`config.mk`:
```
export PLATFORM = sky130hd
export DESIGN_NAME = length_prefixed_request_parser_flat
export DESIGN_NICKNAME = d
export VERILOG_FILES = /design/src/hdl/lprp_pkg.sv /design/src/hdl/lprp_if.sv /design/src/hdl/lprp_apb_regs.sv /design/src/hdl/lprp_parser.sv /design/src/hdl/length_prefixed_request_parser.sv /design/src/flat_wrapper.sv
export SDC_FILE = /design/constraint.sdc
export NUM_CORES = 1
export LEC_CHECK = 0
export BUFFER_PORTS_ARGS = -buffer_cell sky130_fd_sc_hd__buf_2
export CAP_MARGIN = 20
export CORE_MARGIN = 2
export CORE_UTILIZATION = 29
export CTS_BUF_LIST = sky130_fd_sc_hd__clkbuf_4 sky130_fd_sc_hd__clkbuf_8 sky130_fd_sc_hd__clkbuf_16
export DETAILED_ROUTE_END_ITERATION = 16
export HOLD_SLACK_MARGIN = 0.12
export PLACE_DENSITY = 0.44
export SYNTH_ARGS = -nofsm -noshare
export SYNTH_HDL_FRONTEND = slang
export SYNTH_SLANG_ARGS = --single-unit
```
`constraint.sdc`:
```
create_clock -name clk -period 8.6 [get_ports clk]
set_input_delay 1.29 -clock clk [delete_from_list [all_inputs] [get_ports clk]]
set_output_delay 1.29 -clock clk [all_outputs]
set_load 0.03 [all_outputs]
```
`src/hdl/lprp_pkg.sv`:
```
// Shared types, codes and constants of the length-prefixed request parser.
`timescale 1ns / 1ps
`default_nettype none

package lprp_pkg;

    localparam int unsigned LIMIT_W = 25;
    localparam logic [LIMIT_W-1:0] LIMIT_RESET = 25'd4096;
    localparam logic [LIMIT_W-1:0] LIMIT_CAP = 25'h100_0000;

    localparam logic [2:0] EV_HEADER    = 3'd0;
    localparam logic [2:0] EV_PAYLOAD   = 3'd1;
    localparam logic [2:0] EV_IGNORED   = 3'd2;
    localparam logic [2:0] EV_BAD_COUNT = 3'd3;
    localparam logic [2:0] EV_OVERSIZE  = 3'd4;

    localparam logic [1:0] CMD_UNKNOWN = 2'd0;
    localparam logic [1:0] CMD_SET     = 2'd1;
    localparam logic [1:0] CMD_GET     = 2'd2;
    localparam logic [1:0] CMD_DEL     = 2'd3;

    localparam logic [1:0] VER_OK        = 2'd0;
    localparam logic [1:0] VER_BAD_ARGS  = 2'd1;
    localparam logic [1:0] VER_UNKNOWN   = 2'd2;

    // Command names, indexed by command slot (set, get, del) and character position.
    localparam logic [2:0][2:0][7:0] CMD_WORDS = '{
        '{8'h6C, 8'h65, 8'h64},
        '{8'h74, 8'h65, 8'h67},
        '{8'h74, 8'h65, 8'h73}
    };

    typedef struct packed {
        logic [7:0] in_byte;
        logic       restart;
    } lprp_item_t;

    typedef struct packed {
        logic [2:0] event_res;
        logic [7:0] data_byte;
        logic [1:0] string_index;
        logic       string_end;
        logic       request_done;
        logic [1:0] command;
        logic [1:0] verdict;
    } lprp_result_t;

endpackage

`default_nettype wire

```
`src/hdl/lprp_if.sv`:
```
// Valid/ready channel interfaces for the request byte stream and the result stream.
`timescale 1ns / 1ps
`default_nettype none

interface lprp_byte_if;
    logic       valid;
    logic       ready;
    logic [7:0] in_byte;
    logic       restart;

    modport source (output valid, in_byte, restart, input ready);
    modport sink (input valid, in_byte, restart, output ready);
endinterface

interface lprp_result_if;
    logic       valid;
    logic       ready;
    logic [2:0] event_res;
    logic [7:0] data_byte;
    logic [1:0] string_index;
    logic       string_end;
    logic       request_done;
    logic [1:0] command;
    logic [1:0] verdict;

    modport source (output valid, event_res, data_byte, string_index, string_end,
                    request_done, command, verdict, input ready);
    modport sink (input valid, event_res, data_byte, string_index, string_end,
                  request_done, command, verdict, output ready);
endinterface

`default_nettype wire

```
`src/hdl/lprp_apb_regs.sv`:
```
// APB configuration register holding the request size limit.
`timescale 1ns / 1ps
`default_nettype none

module lprp_apb_regs (
    input  wire logic                       clk,
    input  wire logic                       rst_n,
    input  wire logic                       psel,
    input  wire logic                       penable,
    input  wire logic                       pwrite,
    input  wire logic [2:0]                 paddr,
    input  wire logic [31:0]                pwdata,
    output logic [31:0]                     prdata,
    output logic                            pready,
    output logic [lprp_pkg::LIMIT_W-1:0]    max_request_bytes
);

    logic [lprp_pkg::LIMIT_W-1:0] limit_reg;
    logic                         wr_en;

    assign wr_en = psel && penable && pwrite && (paddr[2] == 1'b0);

    always_ff @(posedge clk or negedge rst_n)
    begin
        if (!rst_n)
        begin
            limit_reg <= lprp_pkg::LIMIT_RESET;
        end
        else if (wr_en)
        begin
            limit_reg <= pwdata[lprp_pkg::LIMIT_W-1:0];
        end
    end

    always_comb
    begin
        prdata = 32'd0;
        if (paddr[2] == 1'b0)
        begin
            prdata = {{(32 - lprp_pkg::LIMIT_W){1'b0}}, limit_reg};
        end
    end

    assign pready = 1'b1;
    assign max_request_bytes = limit_reg;

endmodule

`default_nettype wire

```
`src/hdl/lprp_parser.sv`:
```
// Parser state and the single-pass step logic that turns one byte into one result.
`timescale 1ns / 1ps
`default_nettype none

module lprp_parser (
    input  wire logic                            clk,
    input  wire logic                            rst_n,
    input  wire logic                            step,
    input  wire lprp_pkg::lprp_item_t            item,
    input  wire logic [lprp_pkg::LIMIT_W-1:0]    max_request_bytes,
    output lprp_pkg::lprp_result_t               res
);

    localparam logic [1:0] PH_COUNT   = 2'd0;
    localparam logic [1:0] PH_LENGTH  = 2'd1;
    localparam logic [1:0] PH_PAYLOAD = 2'd2;
    localparam logic [1:0] PH_FATAL   = 2'd3;

    logic [1:0]  phase_reg, phase_next;
    logic [1:0]  hdr_cnt_reg, hdr_cnt_next;
    logic [31:0] hdr_shift_reg, hdr_shift_next;
    logic [1:0]  str_exp_reg, str_exp_next;
    logic [1:0]  cur_str_reg, cur_str_next;
    logic [23:0] payload_left_reg, payload_left_next;
    logic [24:0] req_bytes_reg, req_bytes_next;
    logic [1:0]  name_pos_reg, name_pos_next;
    logic [2:0]  name_match_reg, name_match_next;

    logic [lprp_pkg::LIMIT_W-1:0] limit;
    logic [31:0]                  len;
    logic [25:0]                  total;
    logic                         oversize;
    logic                         end_flag;

    assign limit = (max_request_bytes > lprp_pkg::LIMIT_CAP) ? lprp_pkg::LIMIT_CAP
                                                             : max_request_bytes;

    always_comb
    begin
        phase_next        = phase_reg;
        hdr_cnt_next      = hdr_cnt_reg;
        hdr_shift_next    = hdr_shift_reg;
        str_exp_next      = str_exp_reg;
        cur_str_next      = cur_str_reg;
        payload_left_next = payload_left_reg;
        req_bytes_next    = req_bytes_reg;
        name_pos_next     = name_pos_reg;
        name_match_next   = name_match_reg;
        res               = '0;
        len               = 32'd0;
        total             = 26'd0;
        oversize          = 1'b0;
        end_flag          = 1'b0;

        if (item.restart)
        begin
            phase_next        = PH_COUNT;
            hdr_cnt_next      = 2'd0;
            hdr_shift_next    = 32'd0;
            str_exp_next      = 2'd0;
            cur_str_next      = 2'd0;
            payload_left_next = 24'd0;
            req_bytes_next    = 25'd0;
            name_pos_next     = 2'd0;
            name_match_next   = 3'd0;
        end

        if (phase_next == PH_FATAL)
        begin
            res.event_res = lprp_pkg::EV_IGNORED;
        end
        else
        begin
            req_bytes_next = req_bytes_next + 25'd1;
            if (phase_next == PH_PAYLOAD)
            begin
                res.event_res    = lprp_pkg::EV_PAYLOAD;
                res.data_byte    = item.in_byte;
                res.string_index = cur_str_next;
                if (cur_str_next == 2'd0)
                begin
                    if (name_pos_next != 2'd3)
                    begin
                        for (int k = 0; k < 3; k++)
                        begin
                            if (lprp_pkg::CMD_WORDS[k][name_pos_next] != item.in_byte)
                            begin
                                name_match_next[k] = 1'b0;
                            end
                        end
                        name_pos_next = name_pos_next + 2'd1;
                    end
                    else
                    begin
                        name_match_next = 3'd0;
                    end
                end
                payload_left_next = payload_left_next - 24'd1;
                end_flag = (payload_left_next == 24'd0);
            end
            else
            begin
                hdr_shift_next   = {hdr_shift_next[23:0], item.in_byte};
                res.event_res    = lprp_pkg::EV_HEADER;
                res.string_index = (phase_next == PH_LENGTH) ? cur_str_next : 2'd0;
                if (hdr_cnt_next != 2'd3)
                begin
                    hdr_cnt_next = hdr_cnt_next + 2'd1;
                end
                else
                begin
                    hdr_cnt_next = 2'd0;
                    if (phase_next == PH_COUNT)
                    begin
                        if (hdr_shift_next != 32'd2 && hdr_shift_next != 32'd3)
                        begin
                            phase_next    = PH_FATAL;
                            res.event_res = lprp_pkg::EV_BAD_COUNT;
                        end
                        else
                        begin
                            str_exp_next    = hdr_shift_next[1:0];
                            cur_str_next    = 2'd0;
                            name_pos_next   = 2'd0;
                            name_match_next = 3'b111;
                            phase_next      = PH_LENGTH;
                            hdr_shift_next  = 32'd0;
                        end
                    end
                    else
                    begin
                        len            = hdr_shift_next;
                        hdr_shift_next = 32'd0;
                        total    = {1'b0, req_bytes_next} + {1'b0, len[24:0]};
                        oversize = len[31] || (len[30:25] != 6'd0) || (total > {1'b0, limit});
                        if (oversize)
                        begin
                            phase_next    = PH_FATAL;
                            res           = '0;
                            res.event_res = lprp_pkg::EV_OVERSIZE;
                        end
                        else if (len == 32'd0)
                        begin
                            end_flag = 1'b1;
                        end
                        else
                        begin
                            payload_left_next = len[23:0];
                            phase_next        = PH_PAYLOAD;
                        end
                    end
                end
            end

            if (end_flag)
            begin
                res.string_end = 1'b1;
                if (cur_str_next == 2'd0 && name_pos_next != 2'd3)
                begin
                    name_match_next = 3'd0;
                end
                cur_str_next = cur_str_next + 2'd1;
                if (cur_str_next == str_exp_next)
                begin
                    res.request_done = 1'b1;
                    res.command      = lprp_pkg::CMD_UNKNOWN;
                    res.verdict      = lprp_pkg::VER_UNKNOWN;
                    if (name_match_next[0])
                    begin
                        res.command = lprp_pkg::CMD_SET;
                        res.verdict = (str_exp_next == 2'd3) ? lprp_pkg::VER_OK
                                                             : lprp_pkg::VER_BAD_ARGS;
                    end
                    else if (name_match_next[1])
                    begin
                        res.command = lprp_pkg::CMD_GET;
                        res.verdict = (str_exp_next == 2'd2) ? lprp_pkg::VER_OK
                                                             : lprp_pkg::VER_BAD_ARGS;
                    end
                    else if (name_match_next[2])
                    begin
                        res.command = lprp_pkg::CMD_DEL;
                        res.verdict = (str_exp_next == 2'd2) ? lprp_pkg::VER_OK
                                                             : lprp_pkg::VER_BAD_ARGS;
                    end
                    phase_next        = PH_COUNT;
                    hdr_cnt_next      = 2'd0;
                    hdr_shift_next    = 32'd0;
                    str_exp_next      = 2'd0;
                    cur_str_next      = 2'd0;
                    payload_left_next = 24'd0;
                    req_bytes_next    = 25'd0;
                    name_pos_next     = 2'd0;
                    name_match_next   = 3'd0;
                end
                else
                begin
                    phase_next     = PH_LENGTH;
                    hdr_cnt_next   = 2'd0;
                    hdr_shift_next = 32'd0;
                end
            end
        end
    end

    always_ff @(posedge clk or negedge rst_n)
    begin
        if (!rst_n)
        begin
            phase_reg        <= PH_COUNT;
            hdr_cnt_reg      <= 2'd0;
            hdr_shift_reg    <= 32'd0;
            str_exp_reg      <= 2'd0;
            cur_str_reg      <= 2'd0;
            payload_left_reg <= 24'd0;
            req_bytes_reg    <= 25'd0;
            name_pos_reg     <= 2'd0;
            name_match_reg   <= 3'd0;
        end
        else if (step)
        begin
            phase_reg        <= phase_next;
            hdr_cnt_reg      <= hdr_cnt_next;
            hdr_shift_reg    <= hdr_shift_next;
            str_exp_reg      <= str_exp_next;
            cur_str_reg      <= cur_str_next;
            payload_left_reg <= payload_left_next;
            req_bytes_reg    <= req_bytes_next;
            name_pos_reg     <= name_pos_next;
            name_match_reg   <= name_match_next;
        end
    end

    // A fatal event must leave the parser locked.
    a_fatal_locks: assert property (@(posedge clk) disable iff (!rst_n)
        step && (res.event_res == lprp_pkg::EV_BAD_COUNT ||
                 res.event_res == lprp_pkg::EV_OVERSIZE)
        |=> phase_reg == PH_FATAL)
        else $error("fatal event did not lock the parser");

    // While in a payload there is always at least one byte left to take.
    a_payload_left: assert property (@(posedge clk) disable iff (!rst_n)
        phase_reg == PH_PAYLOAD |-> payload_left_reg != 24'd0)
        else $error("payload phase with nothing left");

    // Once past the count header, the expected string count is two or three.
    a_str_exp: assert property (@(posedge clk) disable iff (!rst_n)
        (phase_reg == PH_LENGTH || phase_reg == PH_PAYLOAD)
        |-> (str_exp_reg == 2'd2 || str_exp_reg == 2'd3))
        else $error("string count out of range after header");

endmodule

`default_nettype wire

```
`src/hdl/length_prefixed_request_parser.sv`:
```
// Top level of the length-prefixed request parser.
// The block takes a request byte stream on byte_stream, one byte per item, and
// gives exactly one result item per byte on result_stream. Both channels use
// valid/ready; an item moves at a rising edge where both are high. Each input
// item also carries restart, which clears the parser and any error lock before
// that byte is parsed.
// A byte accepted on byte_stream is held in the input register and parsed
// from there; its result is loaded into the output register, from which it
// is offered on result_stream. One item is accepted in every cycle while the
// receiver keeps up; the parse step between the input and output registers
// is combinational.
// When the receiver stalls, the result waits in the output register and the
// next byte still enters the input register; only when both are full does
// byte_stream.ready drop.
// The APB port holds max_request_bytes at address 0; the user must write it
// only while the block is idle, which the block does not enforce. Reset clears
// the pipeline valid flags and parser state and sets the limit to 4096 bytes.
`timescale 1ns / 1ps
`default_nettype none

module length_prefixed_request_parser (
    input  wire logic         clk,
    input  wire logic         rst_n,
    lprp_byte_if.sink         byte_stream,
    lprp_result_if.source     result_stream,
    input  wire logic         psel,
    input  wire logic         penable,
    input  wire logic         pwrite,
    input  wire logic [2:0]   paddr,
    input  wire logic [31:0]  pwdata,
    output logic [31:0]       prdata,
    output logic              pready
);

    logic                          in_valid_reg;
    lprp_pkg::lprp_item_t          in_item_reg;
    logic                          out_valid_reg;
    lprp_pkg::lprp_result_t        out_res_reg;
    lprp_pkg::lprp_result_t        step_res;
    logic [lprp_pkg::LIMIT_W-1:0]  max_request_bytes;
    logic                          advance;
    logic                          accept;

    assign advance = in_valid_reg && (!out_valid_reg || result_stream.ready);
    assign byte_stream.ready = !in_valid_reg || advance;
    assign accept = byte_stream.valid && byte_stream.ready;

    lprp_apb_regs u_regs (
        .clk               (clk),
        .rst_n             (rst_n),
        .psel              (psel),
        .penable           (penable),
        .pwrite            (pwrite),
        .paddr             (paddr),
        .pwdata            (pwdata),
        .prdata            (prdata),
        .pready            (pready),
        .max_request_bytes (max_request_bytes)
    );

    lprp_parser u_parser (
        .clk               (clk),
        .rst_n             (rst_n),
        .step              (advance),
        .item              (in_item_reg),
        .max_request_bytes (max_request_bytes),
        .res               (step_res)
    );

    always_ff @(posedge clk or negedge rst_n)
    begin
        if (!rst_n)
        begin
            in_valid_reg  <= 1'b0;
            out_valid_reg <= 1'b0;
        end
        else
        begin
            if (accept)
            begin
                in_valid_reg <= 1'b1;
            end
            else if (advance)
            begin
                in_valid_reg <= 1'b0;
            end

            if (advance)
            begin
                out_valid_reg <= 1'b1;
            end
            else if (result_stream.ready)
            begin
                out_valid_reg <= 1'b0;
            end
        end
    end

    always_ff @(posedge clk)
    begin
        if (accept)
        begin
            in_item_reg.in_byte <= byte_stream.in_byte;
            in_item_reg.restart <= byte_stream.restart;
        end
        if (advance)
        begin
            out_res_reg <= step_res;
        end
    end

    assign result_stream.valid        = out_valid_reg;
    assign result_stream.event_res    = out_res_reg.event_res;
    assign result_stream.data_byte    = out_res_reg.data_byte;
    assign result_stream.string_index = out_res_reg.string_index;
    assign result_stream.string_end   = out_res_reg.string_end;
    assign result_stream.request_done = out_res_reg.request_done;
    assign result_stream.command      = out_res_reg.command;
    assign result_stream.verdict      = out_res_reg.verdict;

    // A buffered byte that cannot move on must stay in the input register.
    a_in_hold: assert property (@(posedge clk) disable iff (!rst_n)
        in_valid_reg && !advance |=> in_valid_reg && $stable(in_item_reg))
        else $error("input register lost a waiting item");

    // A completed request always closes its last string.
    a_done_ends: assert property (@(posedge clk) disable iff (!rst_n)
        out_valid_reg && out_res_reg.request_done |-> out_res_reg.string_end)
        else $error("request done without string end");

    // Only payload items carry a data byte.
    a_data_zero: assert property (@(posedge clk) disable iff (!rst_n)
        out_valid_reg && out_res_reg.event_res != lprp_pkg::EV_PAYLOAD
        |-> out_res_reg.data_byte == 8'd0)
        else $error("data byte set on a non-payload item");

endmodule

`default_nettype wire
```
`src/flat_wrapper.sv`:
```
// flat-port wrapper written by rule: the top's interface ports become plain ports
module length_prefixed_request_parser_flat 
  (clk, rst_n, psel, penable, pwrite, paddr, pwdata, prdata, pready, byte_stream_valid, byte_stream_in_byte, byte_stream_restart, byte_stream_ready, result_stream_valid, result_stream_event_res, result_stream_data_byte, result_stream_string_index, result_stream_string_end, result_stream_request_done, result_stream_command, result_stream_verdict, result_stream_ready);
  lprp_byte_if byte_stream_i ();
  lprp_result_if result_stream_i ();
  input  wire logic clk;
  input  wire logic rst_n;
  input  wire logic psel;
  input  wire logic penable;
  input  wire logic pwrite;
  input  wire logic [2:0] paddr;
  input  wire logic [31:0] pwdata;
  output logic [31:0] prdata;
  output logic pready;
  input wire logic [$bits(byte_stream_i.valid)-1:0] byte_stream_valid;
  input wire logic [$bits(byte_stream_i.in_byte)-1:0] byte_stream_in_byte;
  input wire logic [$bits(byte_stream_i.restart)-1:0] byte_stream_restart;
  output wire logic [$bits(byte_stream_i.ready)-1:0] byte_stream_ready;
  output wire logic [$bits(result_stream_i.valid)-1:0] result_stream_valid;
  output wire logic [$bits(result_stream_i.event_res)-1:0] result_stream_event_res;
  output wire logic [$bits(result_stream_i.data_byte)-1:0] result_stream_data_byte;
  output wire logic [$bits(result_stream_i.string_index)-1:0] result_stream_string_index;
  output wire logic [$bits(result_stream_i.string_end)-1:0] result_stream_string_end;
  output wire logic [$bits(result_stream_i.request_done)-1:0] result_stream_request_done;
  output wire logic [$bits(result_stream_i.command)-1:0] result_stream_command;
  output wire logic [$bits(result_stream_i.verdict)-1:0] result_stream_verdict;
  input wire logic [$bits(result_stream_i.ready)-1:0] result_stream_ready;
  assign byte_stream_i.valid = byte_stream_valid;
  assign byte_stream_i.in_byte = byte_stream_in_byte;
  assign byte_stream_i.restart = byte_stream_restart;
  assign byte_stream_ready = byte_stream_i.ready;
  assign result_stream_valid = result_stream_i.valid;
  assign result_stream_event_res = result_stream_i.event_res;
  assign result_stream_data_byte = result_stream_i.data_byte;
  assign result_stream_string_index = result_stream_i.string_index;
  assign result_stream_string_end = result_stream_i.string_end;
  assign result_stream_request_done = result_stream_i.request_done;
  assign result_stream_command = result_stream_i.command;
  assign result_stream_verdict = result_stream_i.verdict;
  assign result_stream_i.ready = result_stream_ready;
  length_prefixed_request_parser u_core (.clk(clk), .rst_n(rst_n), .byte_stream(byte_stream_i), .result_stream(result_stream_i), .psel(psel), .penable(penable), .pwrite(pwrite), .paddr(paddr), .pwdata(pwdata), .prdata(prdata), .pready(pready));
endmodule
```
-- Yosys cells after proc, flatten, opt, wreduce, memory -nomap -nowiden
Cells that the tools add are included.
- register bits: 149
- input port bits: 51
- output and inout port bits: 54
- $add $sub $neg: 6
- magnitude comparators: 3
- eq/ne operators: 14
- muxes and demuxes: 113
- bitwise gates (word level): 1
- reductions and logical operators: 22
- operator list (operator ; count):
    $mux W32 ; 7
    $mux W24 ; 9
    $mux W25 ; 6
    $mux W2 ; 45
    $ne A32 B2 Y1 const B ; 2
    $bmux W8 S2 ; 3
    $mux W3 ; 14
    $logic_not A32 Y1 ; 1
    $add A25 B25 Y26 ; 1
    $gt A26 B25 Y1 ; 1
    $add A25 B1 Y25 const B ; 1
    $gt A25 B25 Y1 const B ; 1
    $logic_not A24 Y1 ; 1
    $mux W8 ; 3
    $ne A8 B8 Y1 ; 3
    $sub A24 B1 Y24 const B ; 1
    $mux W19 ; 1
    $mux W18 ; 1
    $mux W1 ; 16
    $mux W16 ; 1
    $mux W12 ; 1
    $mux W4 ; 3
    $mux W6 ; 2
    $eq A2 B2 Y1 const B ; 4
    other kinds (14) ; 31

-- Depth between registers and ports, before layout
Gate-level depths: netlist (run 1).
- word-level depth: 18
- depth in mapped cells: 35
- mapped depth without buffers: 28

-- Cells and area by module
From an unflattened synthesis (run 1), not the netlist that was laid out.
- cell total of the unflattened synthesis: 1144
- area total of the unflattened synthesis: 10377.5 sq um
- modules (own cells, without submodules) (module ; instances ; cells an instance ; area each (sq um) ; sequential area each (sq um)):
    lprp_parser ; 1 ; 1018 ; 8167.8 ; 2152.1
    lprp_apb_regs ; 1 ; 90 ; 1265.0 ; 626.9
    length_prefixed_request_parser ; 1 ; 36 ; 944.7 ; 890.9

-- Worst setup path before layout (run 1)
No wires, ideal clock.
- path type: register -> register
- from: register u_core.in_item_reg[0] (netlist name)
- to: register u_core.u_parser.payload_left_reg[10]
- library setup time: 0.121 ns
- arrival: 7.867 ns
- slack: 0.612 ns
- stages on the path, launching flop included: 35
- buffers on the path: 7
- clock period less this slack: 7.988 ns
- path through: edfxtp_1 -> clkbuf_1 -> clkbuf_1 -> buf_1 -> clkbuf_1 -> clkbuf_1 -> clkbuf_1 -> nor2b_1 -> ha_1 -> and3_1 -> and3_1 -> and3_1 -> xnor2_1 -> nor2_1 -> ha_1 -> a21o_1 -> a211oi_1 -> a21oi_1 -> a31oi_1 -> o21ai_0 -> a211oi_1 -> o31a_1 -> o21ai_0 -> xor2_1 -> ha_1 -> a21o_1 -> a21oi_1 -> o221ai_1 -> nor4_1 -> a21oi_1 -> nor4_2 -> clkbuf_1 -> mux2i_1 -> o22ai_1 -> a22o_1
- word-level cells in the longest chain between the ends: 13
- ends and longest elaborated chain (what ; RTL line ; text):
    start, declared ; length_prefixed_request_parser.sv:36 ; lprp_pkg::lprp_item_t in_item_reg;
    parallel branches: the longest is 12 deep, another holds $add A25 B25 Y26 ; -- ;
    $mux W24 * ; lprp_parser.sv:68 ; if (phase_next == PH_FATAL)
    end signal, assigned ; lprp_parser.sv:227 ; payload_left_reg <= payload_left_next;
    end, declared ; lprp_parser.sv:24 ; logic [23:0] payload_left_reg, payload_left_next;
Mark *: on every way between the ends. The select of a mux whose other input is x is not followed.
A chain may end at the register's enable or synchronous reset.

-- Worst setup path after layout (run 1)
- from: register u_core.in_item_reg[0] (netlist name)
- to: register u_core.u_parser.payload_left_reg[1]
The elaborated chain is that of the path after synthesis.

==> reports/qor.txt, run 1 <==
=================================================================================
Element type at the critical path end                                        flop
Die Span X                                                               189.2 um
CTS tree                                                                      yes
Crit-path max FO                                                               30
Count of endpoints failing hold in the final timing report                      0
Total via count after detailed routing                                       8513
Quantity of hold-fixing buffers added after cts                                 0
Dominant combinational cell family by area after synthesis           simple AND/OR/NAND/NOR gates
Number of flops mapped to enable cells by yosys                                28
Clk Tree Root Cell                                                   sky130_fd_sc_hd__clkbuf_16
Overall die height                                                       189.2 um
Setup repair after global routing missed its margin                         false
Boundary pin count                                                            105
First-pass iteration count of the detailed router                               5
Clk_skew                                                                 16.58 ps
Peak per-stage delay on the critical path                                  440 ps
CTS resizes                                                                     0
Number of global-route vias before repair                                    8389
Worst reg-to-reg setup slack                                              1200 ps
Routed Wire Length                                                       29920 um
Power density normalized to cell area                                255.8 nW/um^2
Leakage power                                                            5.013 nW
Maximum clock frequency                                                0.1351 GHz
Initial cell density of the core                                           29.58%
First-pass GRT wire length                                               47870 um
Detailed-route vias per instance                                            5.268
Synth Area in Compound Gates                                               20.09%
Maxcap violations                                                               0
Number of antenna violations at the first check in global routing               0
TritonCTS Buffers                                                              17
Simple logic cell fraction of the synthesized area                         21.92%
Post-layout nets                                                             1270
Adder and majority cell fraction of the synthesized area                   8.128%
Synth warn                                                                      0
Placeable Area                                                        33620 sq um
Diode insertion count for antenna repair                                        0
DRC Markers                                                                     0
Total negative slack for setup checks                                        0 ps
Area grow syn2layout                                                       15.00%
Routed len/inst                                                          18.51 um
Multiplexer share of the synthesized area                                  3.749%
Largest net degree at the start of global routing                              63
Path depth of the worst reg2reg path                                           30
FFs w/ async S/R, synth                                                    80.14%
Worst-Margin Slew                                                        986.1 ps
Number of placement rows                                                       67
Fraction of final layout cells sized beyond drive strength 1               16.10%
Critical path data arrival time                                           7730 ps
Total number of clock tree sinks                                              141
Final setup viols                                                               0
Number of DRC markers in iteration 0                                          645
Worst setup SP type                                                          flop
Most used flip-flop cell after synthesis                             sky130_fd_sc_hd__dfrtp_1
Finished Core Util                                                         34.02%
Instance count of the mapped netlist                                         1090
Status                                                               finished clean
Critical path type                                                   flop to flop
Total GRT Usage                                                            17.19%
Slowest-stage cell, CP                                               sky130_fd_sc_hd__a211oi_1
Area of the mapped netlist                                             9945 sq um
Cell count of the worst hold path                                               2
Flops & latches, synth                                                        141
Final worst path period share                                              86.04%
Gpl congestion                                                             0.8278
Setup repair bufs after CTS                                                     0
Share of synthesized area occupied by flip-flops and latches               36.90%
Largest buffer count on any clock path                                          2
Hold Path Class                                                      flop to flop
Worst-case vdd ir drop                                                  0.1709 mV
Source-to-sink clock delay at the later pin of the worst-skew pair         440 ps
Port Buffers                                                                   87
Unique cell type count in the Yosys netlist                                    78
XOR/XNOR share of the synthesized area                                     5.108%
Total Die Area                                                        35790 sq um
Data required time of the critical path                                   8930 ps
Number of H-tree levels                                                         4
Count of antenna-violating nets left after detailed routing                     0
Shortest clock period the worst path allows after layout                  7400 ps
Relative max-transition margin                                             34.19%
Synthesized area per cell                                             9.123 sq um
Clock-pin slew on the worst setup and hold paths                            70 ps
Pins over their slew limit                                                      0
Detailed Place HPWL                                                      21340 um
Grt ovf                                                                         0
=================================================================================
-- path summary, 6_finish.rpt --
path / from / to
hold reg to reg: u_core.u_parser.name_match_reg[1] / u_core.u_parser.name_match_reg[1]
setup / recovery: u_core.in_item_reg[0] / u_core.u_parser.payload_left_reg[1]
min in group asynchronous: rst_n / u_core.u_parser.name_match_reg[2]
max in group asynchronous: rst_n / u_core.u_parser.req_bytes_reg[20]
setup reg to reg: u_core.in_item_reg[0] / u_core.u_parser.payload_left_reg[1]
hold / removal: u_core.u_parser.name_match_reg[1] / u_core.u_parser.name_match_reg[1]
-- where the power goes --
group / leakage (nW) / switching [mW] / total [mW] / internal, mW
logic: 2.98 / 0.670 / 1.11 / 0.441
clock network: 0.290 / 0.329 / 0.790 / 0.461
registers: 1.74 / 0.200 / 1.02 / 0.824
-- cell usage in the layout, fill, tap and decap left out, types with 26 or more instances in the layout --
master                       n
sky130_fd_sc_hd__xnor2_1    31
sky130_fd_sc_hd__a21oi_1    57
sky130_fd_sc_hd__ha_1       63
sky130_fd_sc_hd__nand2_1   103
sky130_fd_sc_hd__mux2_2     26
sky130_fd_sc_hd__edfxtp_1   28
sky130_fd_sc_hd__xor2_1     27
sky130_fd_sc_hd__a22o_1     55
sky130_fd_sc_hd__nor2_1     68
sky130_fd_sc_hd__buf_2      86
sky130_fd_sc_hd__nand3_1    32
sky130_fd_sc_hd__dfrtp_1   112
sky130_fd_sc_hd__nor2b_1    55
sky130_fd_sc_hd__o21ai_0    56
-- synth_stat cells (9+ instances only) --
cell	count	area (sq um)
sky130_fd_sc_hd__and3_1	13	81.33
sky130_fd_sc_hd__dfrtp_1	112	2803
sky130_fd_sc_hd__edfxtp_1	28	840.8
sky130_fd_sc_hd__mux2_2	26	292.8
sky130_fd_sc_hd__o21ai_0	56	280.3
sky130_fd_sc_hd__nor4_1	25	156.4
sky130_fd_sc_hd__o31ai_1	10	75.07
sky130_fd_sc_hd__nand2_1	104	390.4
sky130_fd_sc_hd__xor2_1	27	236.5
sky130_fd_sc_hd__ha_1	63	788.3
sky130_fd_sc_hd__nor3_1	15	75.07
sky130_fd_sc_hd__nand4_1	21	131.4
sky130_fd_sc_hd__a22o_1	55	481.7
sky130_fd_sc_hd__a211oi_1	10	75.07
sky130_fd_sc_hd__nor2b_1	55	344.1
sky130_fd_sc_hd__clkbuf_1	46	172.7
sky130_fd_sc_hd__a31oi_1	11	68.82
sky130_fd_sc_hd__a21oi_1	57	285.3
sky130_fd_sc_hd__and2_1	21	131.4
sky130_fd_sc_hd__xnor2_1	31	271.5
sky130_fd_sc_hd__a21o_1	22	165.2
sky130_fd_sc_hd__inv_1	23	86.33
sky130_fd_sc_hd__or3_1	9	56.30
sky130_fd_sc_hd__nand3_1	32	160.2
sky130_fd_sc_hd__nor2_1	68	255.2
-- per-stage QoR --
stage	cell area (sq um)	power (mW)	setup slack (ps)	cells	hold slack, ps
after global placement	10830	2.136	1257	1584	475.4
final	11440	2.925	1200	1616	492.9
after detailed placement	10830	2.140	1275	1584	475.8
after floorplan	9967	1.797	611.7	1096	441.9
after global routing	11440	3.131	557.4	1616	520.1
after CTS	11440	2.949	1250	1616	495.8
-- final cells by class --
type                       instances  area, sq um
fill                            3471        22180
multi-input combinational        864         5908
clock inverter                    15        185.2
inverter                          25        93.84
clock buffer                      17        425.4
sequential                       141         3670
tap                              448        560.5
timing repair buffer             106        593.1
-- per-layer routing --
layer  wire length (um)  up-vias  global-route usage [%]
met5                  0        -                       0
met4                461        0                   4.958
met3                931       25                   2.261
met2              13450      172                   26.57
met1              15080     4155                   24.95
li1                   -     4161                       -
-- worst max-delay path, delay by kind of cell (launching register included) --
| kind | cells | cell delay (ps) |
|---|---|---|
| buffers and inverters | 3 | 520 |
| adder cells (fa/ha/maj) | 3 | 880 |
| XOR/XNOR | 2 | 270 |
| AO/OA/AOI/OAI | 13 | 3150 |
| flip-flops | 1 | 430 |
| AND/OR/NAND/NOR | 9 | 2060 |
-- cells by family (layout without fill, tap and decap cells) --
| family | after synthesis | after routing |
|---|---|---|
| DFF | 141 | 141 |
| AOI/OAI and AO/OA | 290 | 290 |
| muxes | 34 | 34 |
| other | 2 | 8 |
| xor gates and xnor gates | 58 | 58 |
| adders and majority gates | 64 | 64 |
| buffers and inverters | 91 | 163 |
| and+or+nand+nor | 410 | 410 |
Power figures use the tool's default switching activity.
==> inputs of run 2 (changes only) <==
- SYNTH_HIERARCHICAL: default -> 1
==> reports/qor.txt, run 2 <==
=================================================================================
Status                                                               finished clean
Clk Tree Root Cell                                                   sky130_fd_sc_hd__clkbuf_16
Most used flip-flop cell after synthesis                             sky130_fd_sc_hd__dfrtp_1
Placeable Area                                                        35400 sq um
Post-layout nets                                                             1318
Clock-pin slew on the worst setup and hold paths                            70 ps
Critical path data arrival time                                           8030 ps
Synth warn                                                                      6
Count of filler cells inserted in the layout                                 3752
Largest buffer count on any clock path                                          2
Most used cells in the layout excluding fill and tap cells           sky130_fd_sc_hd__dfrtp_1, sky130_fd_sc_hd__nand2_1, sky130_fd_sc_hd__buf_2, sky130_fd_sc_hd__nor2_1, sky130_fd_sc_hd__a21oi_1
Total GRT Usage                                                            18.23%
Leakage power                                                            5.217 nW
Final setup viols                                                               0
Worst-Margin Slew                                                        952.9 ps
CTS resizes                                                                     0
Total non-filler cell area in the finished layout                     11870 sq um
Detailed Place HPWL                                                      23290 um
Gpl congestion                                                             0.8488
Ranking of synthesized cells by instance count                       sky130_fd_sc_hd__dfrtp_1, sky130_fd_sc_hd__nand2_1, sky130_fd_sc_hd__nor2_1
Pins over their slew limit                                                      0
Area grow syn2layout                                                       14.38%
Post-placement cell area                                              11210 sq um
Worst-case vdd ir drop                                                  0.1423 mV
Total negative slack for setup checks                                        0 ps
Worst setup SP type                                                          flop
Element type at the critical path end                                        flop
Count of endpoints failing hold in the final timing report                      0
FFs w/ async S/R, synth                                                    80.14%
Flops & latches, synth                                                        141
Unique cell type count in the Yosys netlist                                    89
Total Die Area                                                        37310 sq um
Total via count after detailed routing                                       8919
Shortest clock period the worst path allows after layout                  7698 ps
Number of H-tree levels                                                         4
Fraction of final layout cells sized beyond drive strength 1               15.69%
Power density normalized to cell area                                229.4 nW/um^2
TritonCTS Buffers                                                              17
First-pass iteration count of the detailed router                               6
Maxcap violations                                                               0
Routed len/inst                                                          19.63 um
Instance count of the mapped netlist                                         1144
Source-to-sink clock delay at the later pin of the worst-skew pair         440 ps
Worst reg-to-reg setup slack                                               900 ps
Port Buffers                                                                   87
Relative max-transition margin                                             34.83%
Number of DRC markers in iteration 0                                          676
Setup repair after global routing missed its margin                         false
Data required time of the critical path                                   8930 ps
Synthesized area per cell                                             9.071 sq um
Number of placement rows                                                       69
Crit-path max FO                                                               23
Critical path type                                                   flop to flop
Top cells by area, synth                                             sky130_fd_sc_hd__dfrtp_1, sky130_fd_sc_hd__edfxtp_1, sky130_fd_sc_hd__ha_1, sky130_fd_sc_hd__a22o_1, sky130_fd_sc_hd__nand2_1
Share of synthesized area occupied by flip-flops and latches               35.36%
Routed Wire Length                                                       32970 um
Commonest non-fill, non-tap cell in the layout                       sky130_fd_sc_hd__dfrtp_1
Grt ovf                                                                         0
Final worst path period share                                              89.51%
DRC Markers                                                                     0
Number of antenna violations at the first check in global routing               0
Initial cell density of the core                                           29.32%
Post-synth top area share                                                  27.01%
Total number of clock tree sinks                                              141
Clk_skew                                                                 13.79 ps
Count of antenna-violating nets left after detailed routing                     0
Area of the mapped netlist                                            10380 sq um
Setup repair bufs after CTS                                                     0
Hold Path Class                                                      flop to flop
Maximum clock frequency                                                0.1299 GHz
Quantity of hold-fixing buffers added after cts                                 0
Die Span X                                                               193.2 um
Most used standard cell by instance count after synthesis            sky130_fd_sc_hd__dfrtp_1
First-pass GRT wire length                                               51650 um
Largest net degree at the start of global routing                              70
Number of flops mapped to enable cells by yosys                                28
Number of global-route vias before repair                                    8945
Detailed-route vias per instance                                            5.312
CTS tree                                                                      yes
Boundary pin count                                                            105
Overall die height                                                       193.2 um
Cell type with the highest aggregate area in the netlist             sky130_fd_sc_hd__dfrtp_1
=================================================================================
-- run 2: routing by layer --
| layer | track usage, % | routed length (um) | up-vias | share of wire (%) |
|---|---|---|---|---|
| met1 | 24.34 | 15380 | 4334 | 47 |
| li1 | - | - | 4345 | - |
| met3 | 3.077 | 1336 | 31 | 4.1 |
| met4 | 5.128 | 521 | 0 | 1.6 |
| met2 | 30.36 | 15730 | 209 | 48 |
| met5 | 0 | 0 | - | 0 |
-- run 2: logic make-up (layout without fill, tap and decap cells) --
kind of cell               Yosys count  count (layout)  share of synthesized area [%]
adders and majority gates           63              63                          7.668
muxes                               36              36                          4.533
AOI/OAI and AO/OA                  293             293                          20.23
buffers and inverters              103             170                          4.449
xor gates and xnor gates            58              58                          4.895
other                                2               9                        0.07237
DFF                                141             141                          35.36
and+or+nand+nor                    448             448                          22.79
-- run 2: power breakdown --
| group | leakage (nW) | internal, mW | switching [mW] |
|---|---|---|---|
| Combinational | 3.16 | 0.386 | 0.597 |
| Sequential | 1.75 | 0.784 | 0.145 |
| Clock | 0.307 | 0.468 | 0.343 |
-- run 2: final timing paths --
path,start,end,cells after the start
worst max-delay path,u_core/in_item_reg[0],u_core/u_parser/req_bytes_reg[23],27
worst min-delay path,u_core/u_parser/hdr_cnt_reg[1],u_core/u_parser/hdr_cnt_reg[1],1
worst max register to register,u_core/in_item_reg[0],u_core/u_parser/req_bytes_reg[23],27
worst min register to register,u_core/u_parser/hdr_cnt_reg[1],u_core/u_parser/hdr_cnt_reg[1],1
max in group asynchronous,rst_n,u_core/u_parser/req_bytes_reg[14],2
min in group asynchronous,rst_n,u_core/in_valid_reg,1
-- run 2: layout make-up --
type	count	area (sq um)	share of cell area, %
inverters	33	123.9	1.044
repair buffers	105	593.1	4.996
clock inverters	15	201.4	1.697
flip-flops and latches	141	3670	30.92
diodes	1	2.502	0.02108
multi-input cells	906	6277	52.88
well taps	461	576.8	4.859
clock buffers	17	425.4	3.584
-- run 2: worst max-delay path, stage by stage (launching register included) --
cell and delay [ps]:
sky130_fd_sc_hd__edfxtp_1 560, sky130_fd_sc_hd__nor2b_1 220, sky130_fd_sc_hd__ha_1 220, sky130_fd_sc_hd__nand3_1 120, sky130_fd_sc_hd__nor2_1 240, sky130_fd_sc_hd__and2_1 280
sky130_fd_sc_hd__nand3_1 120, sky130_fd_sc_hd__xor2_1 140, sky130_fd_sc_hd__nor2_1 80, sky130_fd_sc_hd__ha_1 370, sky130_fd_sc_hd__nand2_1 130, sky130_fd_sc_hd__a2111oi_0 550
sky130_fd_sc_hd__buf_4 220, sky130_fd_sc_hd__nor2_1 70, sky130_fd_sc_hd__o311a_1 370, sky130_fd_sc_hd__o221ai_1 260, sky130_fd_sc_hd__a21oi_1 120, sky130_fd_sc_hd__xnor2_1 260
sky130_fd_sc_hd__ha_1 300, sky130_fd_sc_hd__a21oi_1 150, sky130_fd_sc_hd__o221ai_1 180, sky130_fd_sc_hd__a2111oi_0 400, sky130_fd_sc_hd__a21oi_1 320, sky130_fd_sc_hd__or4_1 730
sky130_fd_sc_hd__a21boi_4 330, sky130_fd_sc_hd__nor2_2 240, sky130_fd_sc_hd__buf_4 330, sky130_fd_sc_hd__a22o_1 250
-- run 2: through the flow --
stage | worst slack (ps) | power (mW) | hold slack (ps) | util (%) | instances
2_1_floorplan | 1276 | 1.626 | 448.6 | - | 1150
3_3_place_gp | 966.4 | 1.909 | 470.0 | 31.68 | 1645
3_5_place_dp | 978.3 | 1.914 | 466.7 | 31.68 | 1645
4_1_cts | 926.8 | 2.745 | 486.9 | 33.45 | 1677
5_1_grt | 358.6 | 2.900 | 517.0 | 33.53 | 1678
6_report | 902.5 | 2.723 | 487.5 | 33.53 | 1679
